`config.mk`:
```
export PLATFORM = sky130hd
export DESIGN_NAME = chunked_body_decoder_core
export DESIGN_NICKNAME = d
export VERILOG_FILES = /design/src/rtl/core/cbd_pkg.sv /design/src/rtl/core/chunked_body_decoder_core.sv
export SDC_FILE = /design/constraint.sdc
export NUM_CORES = 1
export LEC_CHECK = 0
export BUFFER_PORTS_ARGS = -buffer_cell sky130_fd_sc_hd__buf_2
export CAP_MARGIN = 20
export CORE_ASPECT_RATIO = 0.7
export CORE_MARGIN = 3
export CORE_UTILIZATION = 50
export CTS_BUF_LIST = sky130_fd_sc_hd__clkbuf_8 sky130_fd_sc_hd__clkbuf_16
export DETAILED_ROUTE_END_ITERATION = 7
export GPL_TIMING_DRIVEN = 0
export PLACE_DENSITY = 0.66
export SYNTH_ARGS = -nofsm -noshare
export SYNTH_HDL_FRONTEND = slang
export SYNTH_SLANG_ARGS = --single-unit
```
`constraint.sdc`:
```
create_clock -name clk -period 4.5 [get_ports clk]
set_input_delay 0.45 -clock clk [delete_from_list [all_inputs] [get_ports clk]]
set_output_delay 0.45 -clock clk [all_outputs]
set_load 0.005 [all_outputs]
```
`src/rtl/core/cbd_pkg.sv`:
```
`default_nettype none
package cbd_pkg;

  localparam int SIZE_BITS_DEF = 32;
  localparam int TRAILER_LEN   = 2;

  localparam logic [7:0] BYTE_CR = 8'h0D;
  localparam logic [7:0] BYTE_LF = 8'h0A;
  localparam logic [7:0] BYTE_SP = 8'h20;

  typedef enum logic [2:0] {
    MODE_LEAD,
    MODE_DIGITS,
    MODE_REST,
    MODE_DATA,
    MODE_TRAILER
  } mode_t;

  typedef enum logic [1:0] {
    END_ZERO_CHUNK,
    END_OUTSIDE,
    END_MID_CHUNK,
    END_OVERFLOW
  } end_status_t;

  // bit 4: is a hex digit, bits 3:0: its value
  function automatic logic [4:0] hex_decode(input logic [7:0] b);
    logic [4:0] r;
    r = 5'd0;
    if (b >= "0" && b <= "9") begin
      r = {1'b1, 4'(b - "0")};
    end else if (b >= "a" && b <= "f") begin
      r = {1'b1, 4'(b - "a" + 8'd10)};
    end else if (b >= "A" && b <= "F") begin
      r = {1'b1, 4'(b - "A" + 8'd10)};
    end
    return r;
  endfunction

endpackage
`default_nettype wire

```
`src/rtl/core/chunked_body_decoder_core.sv`:
```
// channel  dir  tdata                tuser                               tlast
// s_axis   in   [7:0] in_byte        -                                   in_last
// m_axis   out  [7:0] out_byte       [0] byte_valid, [2:1] end_status    end_of_body
//
// One byte per cycle sustained while results are taken; each byte passes the input, then the result register.
// Input register feeds one pass of parse logic that loads the result register.
// A byte that yields no result still updates the parser and leaves no output.
// rst is synchronous and returns the parser to awaiting a size line.
// s_axis_tready drops only while both the input and result registers are held.
`default_nettype none
module chunked_body_decoder_core
  import cbd_pkg::*;
#(
  parameter int SIZE_BITS = SIZE_BITS_DEF
) (
  input  wire logic       clk,
  input  wire logic       rst,
  input  wire logic       s_axis_tvalid,
  output logic            s_axis_tready,
  input  wire logic [7:0] s_axis_tdata,   // [7:0] in_byte
  input  wire logic       s_axis_tlast,
  output logic            m_axis_tvalid,
  input  wire logic       m_axis_tready,
  output logic [7:0]      m_axis_tdata,   // [7:0] out_byte
  output logic [2:0]      m_axis_tuser,   // [0] byte_valid, [2:1] end_status
  output logic            m_axis_tlast
);

  localparam logic [1:0] TRAILER_INIT = 2'(TRAILER_LEN);

  logic       in_v;
  logic [7:0] in_b;
  logic       in_l;

  mode_t                mode, mode_next, mode_upd;
  logic [SIZE_BITS-1:0] remaining, remaining_next, remaining_upd, remaining_dec;
  logic                 digit_seen, digit_seen_next, digit_seen_upd;
  logic                 prev_cr, prev_cr_next, prev_cr_upd;
  logic [1:0]           trailer_skip, trailer_skip_next, trailer_skip_upd, skip_dec;
  logic                 finished, finished_next, finished_upd;

  logic        step_valid, step_end;
  end_status_t step_status;
  logic        res_emit, res_end;
  end_status_t res_status;
  logic [4:0]  hex;

  logic out_free, proc;

  assign out_free      = !m_axis_tvalid || m_axis_tready;
  assign proc          = in_v && out_free;
  assign s_axis_tready = !in_v || out_free;

  always_ff @(posedge clk) begin
    if (rst) begin
      in_v <= 1'b0;
    end else if (s_axis_tvalid && s_axis_tready) begin
      in_v <= 1'b1;
    end else if (proc) begin
      in_v <= 1'b0;
    end
    if (s_axis_tvalid && s_axis_tready) begin
      in_b <= s_axis_tdata;
      in_l <= s_axis_tlast;
    end
  end

  assign hex           = hex_decode(in_b);
  assign remaining_dec = remaining - SIZE_BITS'(1);
  assign skip_dec      = (trailer_skip != 2'd0) ? trailer_skip - 2'd1 : 2'd0;

  // parse step for one byte
  always_comb begin
    mode_upd         = mode;
    remaining_upd    = remaining;
    digit_seen_upd   = digit_seen;
    prev_cr_upd      = prev_cr;
    trailer_skip_upd = trailer_skip;
    finished_upd     = finished;
    step_valid       = 1'b0;
    step_end         = 1'b0;
    step_status      = END_ZERO_CHUNK;
    if (!finished) begin
      if (mode == MODE_DATA) begin
        step_valid    = 1'b1;
        remaining_upd = remaining_dec;
        if (remaining_dec == '0) begin
          mode_upd         = MODE_TRAILER;
          trailer_skip_upd = TRAILER_INIT;
        end
      end else if (mode == MODE_TRAILER) begin
        trailer_skip_upd = skip_dec;
        if (skip_dec == 2'd0) begin
          mode_upd       = MODE_LEAD;
          remaining_upd  = '0;
          digit_seen_upd = 1'b0;
          prev_cr_upd    = 1'b0;
        end
      end else if (prev_cr && in_b == BYTE_LF) begin
        prev_cr_upd    = 1'b0;
        digit_seen_upd = 1'b0;
        if (!digit_seen || remaining == '0) begin
          step_end     = 1'b1;
          step_status  = END_ZERO_CHUNK;
          finished_upd = 1'b1;
        end else begin
          mode_upd = MODE_DATA;
        end
      end else begin
        prev_cr_upd = (in_b == BYTE_CR);
        if (mode == MODE_LEAD && in_b == BYTE_SP) begin
          mode_upd = MODE_LEAD;
        end else if (mode != MODE_REST && hex[4]) begin
          if (remaining[SIZE_BITS-1 -: 4] != 4'd0) begin
            remaining_upd = '1;
            step_end      = 1'b1;
            step_status   = END_OVERFLOW;
            finished_upd  = 1'b1;
          end else begin
            remaining_upd  = {remaining[SIZE_BITS-5:0], hex[3:0]};
            digit_seen_upd = 1'b1;
            mode_upd       = MODE_DIGITS;
          end
        end else begin
          mode_upd = MODE_REST;
        end
      end
    end
  end

  // close at end of body, return to reset state after in_last
  always_comb begin
    res_end    = step_end;
    res_status = step_status;
    if (in_l && !step_end && !finished_upd) begin
      res_end    = 1'b1;
      res_status = (mode_upd == MODE_DATA) ? END_MID_CHUNK : END_OUTSIDE;
    end
    res_emit = step_valid || res_end;
    if (in_l) begin
      mode_next         = MODE_LEAD;
      remaining_next    = '0;
      digit_seen_next   = 1'b0;
      prev_cr_next      = 1'b0;
      trailer_skip_next = 2'd0;
      finished_next     = 1'b0;
    end else begin
      mode_next         = mode_upd;
      remaining_next    = remaining_upd;
      digit_seen_next   = digit_seen_upd;
      prev_cr_next      = prev_cr_upd;
      trailer_skip_next = trailer_skip_upd;
      finished_next     = finished_upd;
    end
  end

  always_ff @(posedge clk) begin
    if (rst) begin
      mode         <= MODE_LEAD;
      remaining    <= '0;
      digit_seen   <= 1'b0;
      prev_cr      <= 1'b0;
      trailer_skip <= 2'd0;
      finished     <= 1'b0;
    end else if (proc) begin
      mode         <= mode_next;
      remaining    <= remaining_next;
      digit_seen   <= digit_seen_next;
      prev_cr      <= prev_cr_next;
      trailer_skip <= trailer_skip_next;
      finished     <= finished_next;
    end
  end

  always_ff @(posedge clk) begin
    if (rst) begin
      m_axis_tvalid <= 1'b0;
    end else if (proc && res_emit) begin
      m_axis_tvalid <= 1'b1;
    end else if (m_axis_tready) begin
      m_axis_tvalid <= 1'b0;
    end
    if (proc && res_emit) begin
      m_axis_tdata <= step_valid ? in_b : 8'd0;
      m_axis_tuser <= {res_end ? res_status : END_ZERO_CHUNK, step_valid};
      m_axis_tlast <= res_end;
    end
  end

endmodule
`default_nettype wire

```
# --- After elaboration in Yosys (flattened, before gate mapping) ---
# Index checks and enable logic that the tools add are counted.
op_classes:
  n_lt_le_gt_ge: 6
  n_eq_ne: 16
  mux: 69
  reduce_logical: 35
  add_sub_neg: 7
ops:
  columns: ["cell", "count"]
  rows:
  - ["$mux W32", 9]
  - ["$logic_not A32 Y1", 2]
  - ["$mux W3", 11]
  - ["$sub A32 B1 Y32 const B", 1]
  - ["$mux W1", 31]
  - ["$mux W2", 15]
  - ["$eq A8 B4 Y1 const B", 2]
  - ["$ge A8 B7 Y1 const B", 2]
  - ["$le A8 B7 Y1 const B", 2]
  - ["$ne A4 B4 Y1 const B", 4]
  - ["$mux W5", 3]
  - ["$reduce_bool A4 Y1", 3]
  - ["$sub A4 B1 Y4 const B", 3]
  - ["$logic_and A1 B1 Y1", 11]
  - ["$ne A3 B2 Y1 const B", 3]
  - ["$add A4 B4 Y4 const B", 2]
  - ["$eq A8 B6 Y1 const B", 1]
  - ["$ge A8 B6 Y1 const B", 1]
  - ["$le A8 B6 Y1 const B", 1]
  - ["$reduce_and A4 Y1", 2]
  - ["$reduce_and A7 Y1", 1]
  - ["$eq A3 B2 Y1 const B", 2]
  - ["$reduce_and A6 Y1", 1]
  - ["$reduce_bool A2 Y1", 3]
  - ["9 further kinds", 17]
word_totals:
  out_inout_bits: 14
  register_bits: 63
  word_cells: 147
  in_bits: 13

# --- Logic depth before layout (Yosys ltp) ---
logic_depth:
  depth_word: 19
  depth_mapped: 11

# --- Worst setup path after synthesis ---
# OpenSTA, ideal clock, no wires.
synth_path:
  kind: "register to register"
  start: "register in_b[7]"
  end: "register m_axis_tdata[0] (enable)"
  required_time_ns: 4.104
  slack_ns: 1.186
  period_less_slack_ns: 3.314
  n_path_buf: 1
  stages_incl_launch_ff: 9
  arrival_time_ns: 2.918
  cell_sequence: "edfxtp_1 > or4b_1 > or3_1 > clkbuf_1 > a21oi_1 > nand2_1 > a21oi_1 > nor3_1 > nor3_1"
synth_via:
  elab_chain_cells: 18
synth_lines:
  columns: ["element", "line", "rtl"]
  rows:
  - ["start, declared", "chunked_body_decoder_core.sv:32", "logic [7:0] in_b;"]
  - ["start signal, assigned", "chunked_body_decoder_core.sv:63", "in_b <= s_axis_tdata;"]
  - ["$ge A8 B7 Y1 or $le A8 B7 Y1 (tied branches)", "cbd_pkg.sv:34", "end else if (b >= \"A\" && b <= \"F\") begin"]
  - ["$logic_and A1 B1 Y1", "cbd_pkg.sv:34", null]
  - ["$mux W5", "cbd_pkg.sv:34", null]
  - ["$mux W5", "cbd_pkg.sv:32", "end else if (b >= \"a\" && b <= \"f\") begin"]
  - ["$mux W5", "cbd_pkg.sv:30", "if (b >= \"0\" && b <= \"9\") begin"]
  - ["$logic_and A1 B1 Y1", "chunked_body_decoder_core.sv:113", "end else if (mode != MODE_REST && hex[4]) begin"]
  - ["$mux W1", "chunked_body_decoder_core.sv:113", null]
  - ["$mux W1", "chunked_body_decoder_core.sv:111", "if (mode == MODE_LEAD && in_b == BYTE_SP) begin"]
  - ["$mux W1 *", "chunked_body_decoder_core.sv:99", "end else if (prev_cr && in_b == BYTE_LF) begin"]
  - ["$mux W1 *", "chunked_body_decoder_core.sv:91", "end else if (mode == MODE_TRAILER) begin"]
  - ["$mux W1 *", "chunked_body_decoder_core.sv:84", "if (mode == MODE_DATA) begin"]
  - ["$mux W1", "chunked_body_decoder_core.sv:83", "if (!finished) begin"]
  - ["$logic_not A1 Y1", "chunked_body_decoder_core.sv:135", "if (in_l && !step_end && !finished_upd) begin"]
  - ["$logic_and A1 B1 Y1 (2 in series)", "chunked_body_decoder_core.sv:135", null]
  - ["$mux W1 *", "chunked_body_decoder_core.sv:135", null]
  - ["$logic_or A1 B1 Y1 *", "chunked_body_decoder_core.sv:139", "res_emit = step_valid || res_end;"]
  - ["$logic_and A1 B1 Y1 *", "chunked_body_decoder_core.sv:183", "if (proc && res_emit) begin"]
  - ["end signal, assigned", "chunked_body_decoder_core.sv:184", "m_axis_tdata <= step_valid ? in_b : 8'd0;"]
  - ["end, declared", "chunked_body_decoder_core.sv:24", "output logic [7:0] m_axis_tdata,"]
# Mark *: on every way between the ends. The rest lies on a longest branch, timed or not.
# A chain may end at the register's enable or synchronous reset.

# --- Worst setup path in the final report ---
layout_path:
  start: "register remaining[17]"
  end: "register m_axis_tuser[0] (enable)"
layout_via:
  elab_chain_cells: 13
layout_lines:
  columns: ["element", "line", "rtl"]
  rows:
  - ["start, declared", "chunked_body_decoder_core.sv:36", "logic [SIZE_BITS-1:0] remaining, remaining_next, remaining_upd, remaining_dec;"]
  - ["start signal, assigned", "chunked_body_decoder_core.sv:167", "remaining <= remaining_next;"]
  - ["$logic_not A32 Y1 *", "chunked_body_decoder_core.sv:102", "if (!digit_seen || remaining == '0) begin"]
  - ["$logic_or A1 B1 Y1 *", "chunked_body_decoder_core.sv:102", null]
  - ["$mux W1 *", "chunked_body_decoder_core.sv:102", null]
  - ["$mux W1 *", "chunked_body_decoder_core.sv:99", null]
  - ["$mux W1 *", "chunked_body_decoder_core.sv:91", null]
  - ["$mux W1 *", "chunked_body_decoder_core.sv:84", null]
  - ["$mux W1", "chunked_body_decoder_core.sv:83", null]
  - ["$logic_not A1 Y1", "chunked_body_decoder_core.sv:135", null]
  - ["$logic_and A1 B1 Y1 (2 in series)", "chunked_body_decoder_core.sv:135", null]
  - ["$mux W1 *", "chunked_body_decoder_core.sv:135", null]
  - ["$logic_or A1 B1 Y1 *", "chunked_body_decoder_core.sv:139", null]
  - ["$logic_and A1 B1 Y1 *", "chunked_body_decoder_core.sv:183", null]
  - ["end signal, assigned", "chunked_body_decoder_core.sv:185", "m_axis_tuser <= {res_end ? res_status : END_ZERO_CHUNK, step_valid};"]
  - ["end, declared", "chunked_body_decoder_core.sv:25", "output logic [2:0] m_axis_tuser,"]
# Marks and branches as above.

==> results.cfg <==
[min_path]
hold_end = in_b[1]
min_from = s_axis_tdata[1]
min_path_type = in2reg
whs_path_depth = 1

[synthesis]
syn-mean-instance-area_um2 = 7.96
ys_seq_area_share_pct = 35.7
syn_area_um2 = 4120
synth_warnings = 0
ys_seq_elements = 63
synth_edf_count = 21
syn_nets = 538
async_flop_share_pct = 0
netlist_instances = 518
ys_types = 66
synth_flop_cell = dfxtp_1

[sta]
relSlewSlack_pct = 37.5
maxSlewViolCount = 0
fmax_ghz = 0.261
hold_viol_final = 0
worstMarginPinSlew_ns = 0.932
grt_setup_unrepaired = false
fin_crit_sh_pct = 85.1
period_minus_slack_ns = 3.83
clock_skew_ns = 0.00649
setup-violations-final = 0
whs_ns = 0.282

[die]
rows = 27
start_util_pct = 51.9
dieWidth_um = 115
ioPinCount = 27
coreArea_um2 = 7940
die_area_um2 = 9390
die_h_um = 82.0

[finish]
final_cell_area_um2 = 4730
fin_cells = 661
postLayoutCoreUtil_pct = 59.6
final_cell_mix = nor2_1, nand2_1, dfxtp_1, clkbuf_1, o21ai_0
ff_latch_area_um2 = 1470
drive_above_1_share_pct = 10.2
area_growth_pct = 14.7
final_common_cell = nor2_1
fillers = 760
diodes = 0
nets = 575
multiInputGateArea_um2 = 2440

[drt]
drt_iter0_markers = 576
vias_per_cell = 6.65
drt_pass1_iterations = 7
drt_wl_total_um = 14100
ant_nets = 0
wl_per_cell_um = 21.3
drc = 0
num_vias = 4396

[clock_network]
cts_buffers = 9
clk_latency_ns = 0.34
path_clk_slew_ns = 0.06
cts_sinks = 63
cts_resized = 0
post_cts_buffers = 0
clockRootBuffer = clkbuf_16
hold_buffers = 0
clock_path_buffers = 2
clock_tree.htree_level_count = 3
tritoncts = built

[setup_path]
end_kind = flop
cp_top_family = simple AND/OR/NAND/NOR gates
rrSetupSlack_ns = 0.67
worst-r2r-cell-count = 7
cp_cell_sequence = nor4_1, nand3_1, o41ai_1, nand2_1, a21oi_1, nor3_1, nor3_2
critPathRequiredTime_ns = 4.46
cp-start-kind = flop
worst_path_max_delay_cell = nor3_2
reg2reg_to = m_axis_tuser[0]
regToRegStartpoint = remaining[17]
crit_arrival_ns = 3.79
cp_max_fo = 12
path_class = reg2reg
cp_num_buf_inv = 0
cp_slowest_stage_delay_ns = 0.73
cp.depth = 7

[pwr]
powerDensity_nw_per_um2 = 339
finalPower_uw = 1600
power.leakage_uw = 0.00175
irDropWorstVdd_uv = 259

[place]
hpwl_um = 9790
place_inst = 645
placed_area_um2 = 4380
globalplace.congestion = 1.02
portBuffers = 25

[global_routing]
grt_pass1_wl_um = 22200
grt_max_degree = 13
grt_use_total_pct = 31.3
grt_overflow = 0
antenna_found_initial = 0
grt_pass1_vias = 3978

[flow_run]
maxCapViolations = 0

[outcome]
status = finished clean
==> sequential cells by signal (all words and copies together) (netlist names) <==
register	flops
m_axis_tuser	3
m_axis_tlast	1
in_l	1
trailer_skip	2
digit_seen	1
mode	3
m_axis_tvalid	1
m_axis_tdata	8
finished	1
prev_cr	1
in_v	1
in_b	8
remaining	32
==> per-stage QoR <==
| stage | worst slack, ns | setup TNS, ns |
|---|---|---|
| floorplan | 1.19 | 0 |
| global placement | -0.0440 | -0.521 |
| detailed placement | 0.739 | 0 |
| CTS | 0.699 | 0 |
| global route | 0.326 | 0 |
| finish | 0.671 | 0 |
==> cell families (layout without fill, tap and decap cells) <==
family,after synthesis,count (layout),share of synthesized area [%]
mux,1,1,0.243
compound gates,150,150,23.7
xor+xnor,20,20,4.25
buf+inv,54,96,5.16
fa+ha+maj,7,7,2.12
flops,63,63,35.7
simple gates,223,223,28.9
==> report_power, final <==
part	leakage, µW	switching [µW]	internal [µW]	total (µW)
Combinational	0.00106	121	59.9	181
Clock	0.000166	270	542	813
Sequential	0.000532	10.1	600	610
Total	0.00175	402	1200	1600
==> worst max path at each step <==
stage                              from               to  slack, ns
after floorplan                 in_b[7]  m_axis_tdata[0]       1.19
after global placement    remaining[30]  m_axis_tuser[0]      -0.04
after detailed placement  remaining[25]  m_axis_tuser[0]       0.74
after CTS                  remaining[9]  m_axis_tuser[0]       0.70
after global routing       remaining[9]  m_axis_tuser[0]       0.33
final                     remaining[17]  m_axis_tuser[0]       0.67
==> final cells by class <==
class	instances	share of cell area (%)
Multi-Input combinational cell	401	51.7
Sequential cell	63	31.1
Clock buffer	9	4.76
Buffer	46	3.86
Timing Repair Buffer	26	2.75
Tap cell	101	2.67
Clock inverter	7	2.54
Inverter	8	0.635
==> cell usage after synthesis, types with 3 or more instances <==
library cell,number,area share [%]
or4_1,7,1.3
a21oi_1,35,4.2
nand4_1,7,1.1
dfxtp_1,42,20
nor3_1,22,2.7
o21ai_0,41,5.0
or2_2,3,0.46
a2111oi_0,6,1.3
a211oi_1,8,1.5
a221oi_1,3,0.64
ha_1,7,2.1
a31oi_1,4,0.61
nand2_1,47,4.3
nor3b_1,8,1.5
o31ai_1,3,0.55
o211ai_1,9,1.6
or3_1,13,2.0
inv_1,8,0.73
and3_1,7,1.1
o22ai_1,3,0.46
xor2_1,11,2.3
nand3_1,12,1.5
xnor2_1,9,1.9
nand3b_1,5,0.91
o32ai_1,5,1.1
o41ai_1,3,0.64
a22oi_1,13,2.4
clkbuf_1,41,3.7
edfxtp_1,21,15
nor4_1,8,1.2
nor2_1,61,5.6
==> per-layer routing <==
| metal | track usage [%] | up-vias | part of all wire [%] |
|---|---|---|---|
| met2 | 42.1 | 313 | 39 |
| met5 | 0 | - | 0 |
| met1 | 45.5 | 2038 | 45 |
| met4 | 12.6 | 0 | 2.5 |
| met3 | 10.2 | 32 | 14 |
| li1 | - | 2013 | - |
Note: power is estimated with default switching activity, not from simulation.
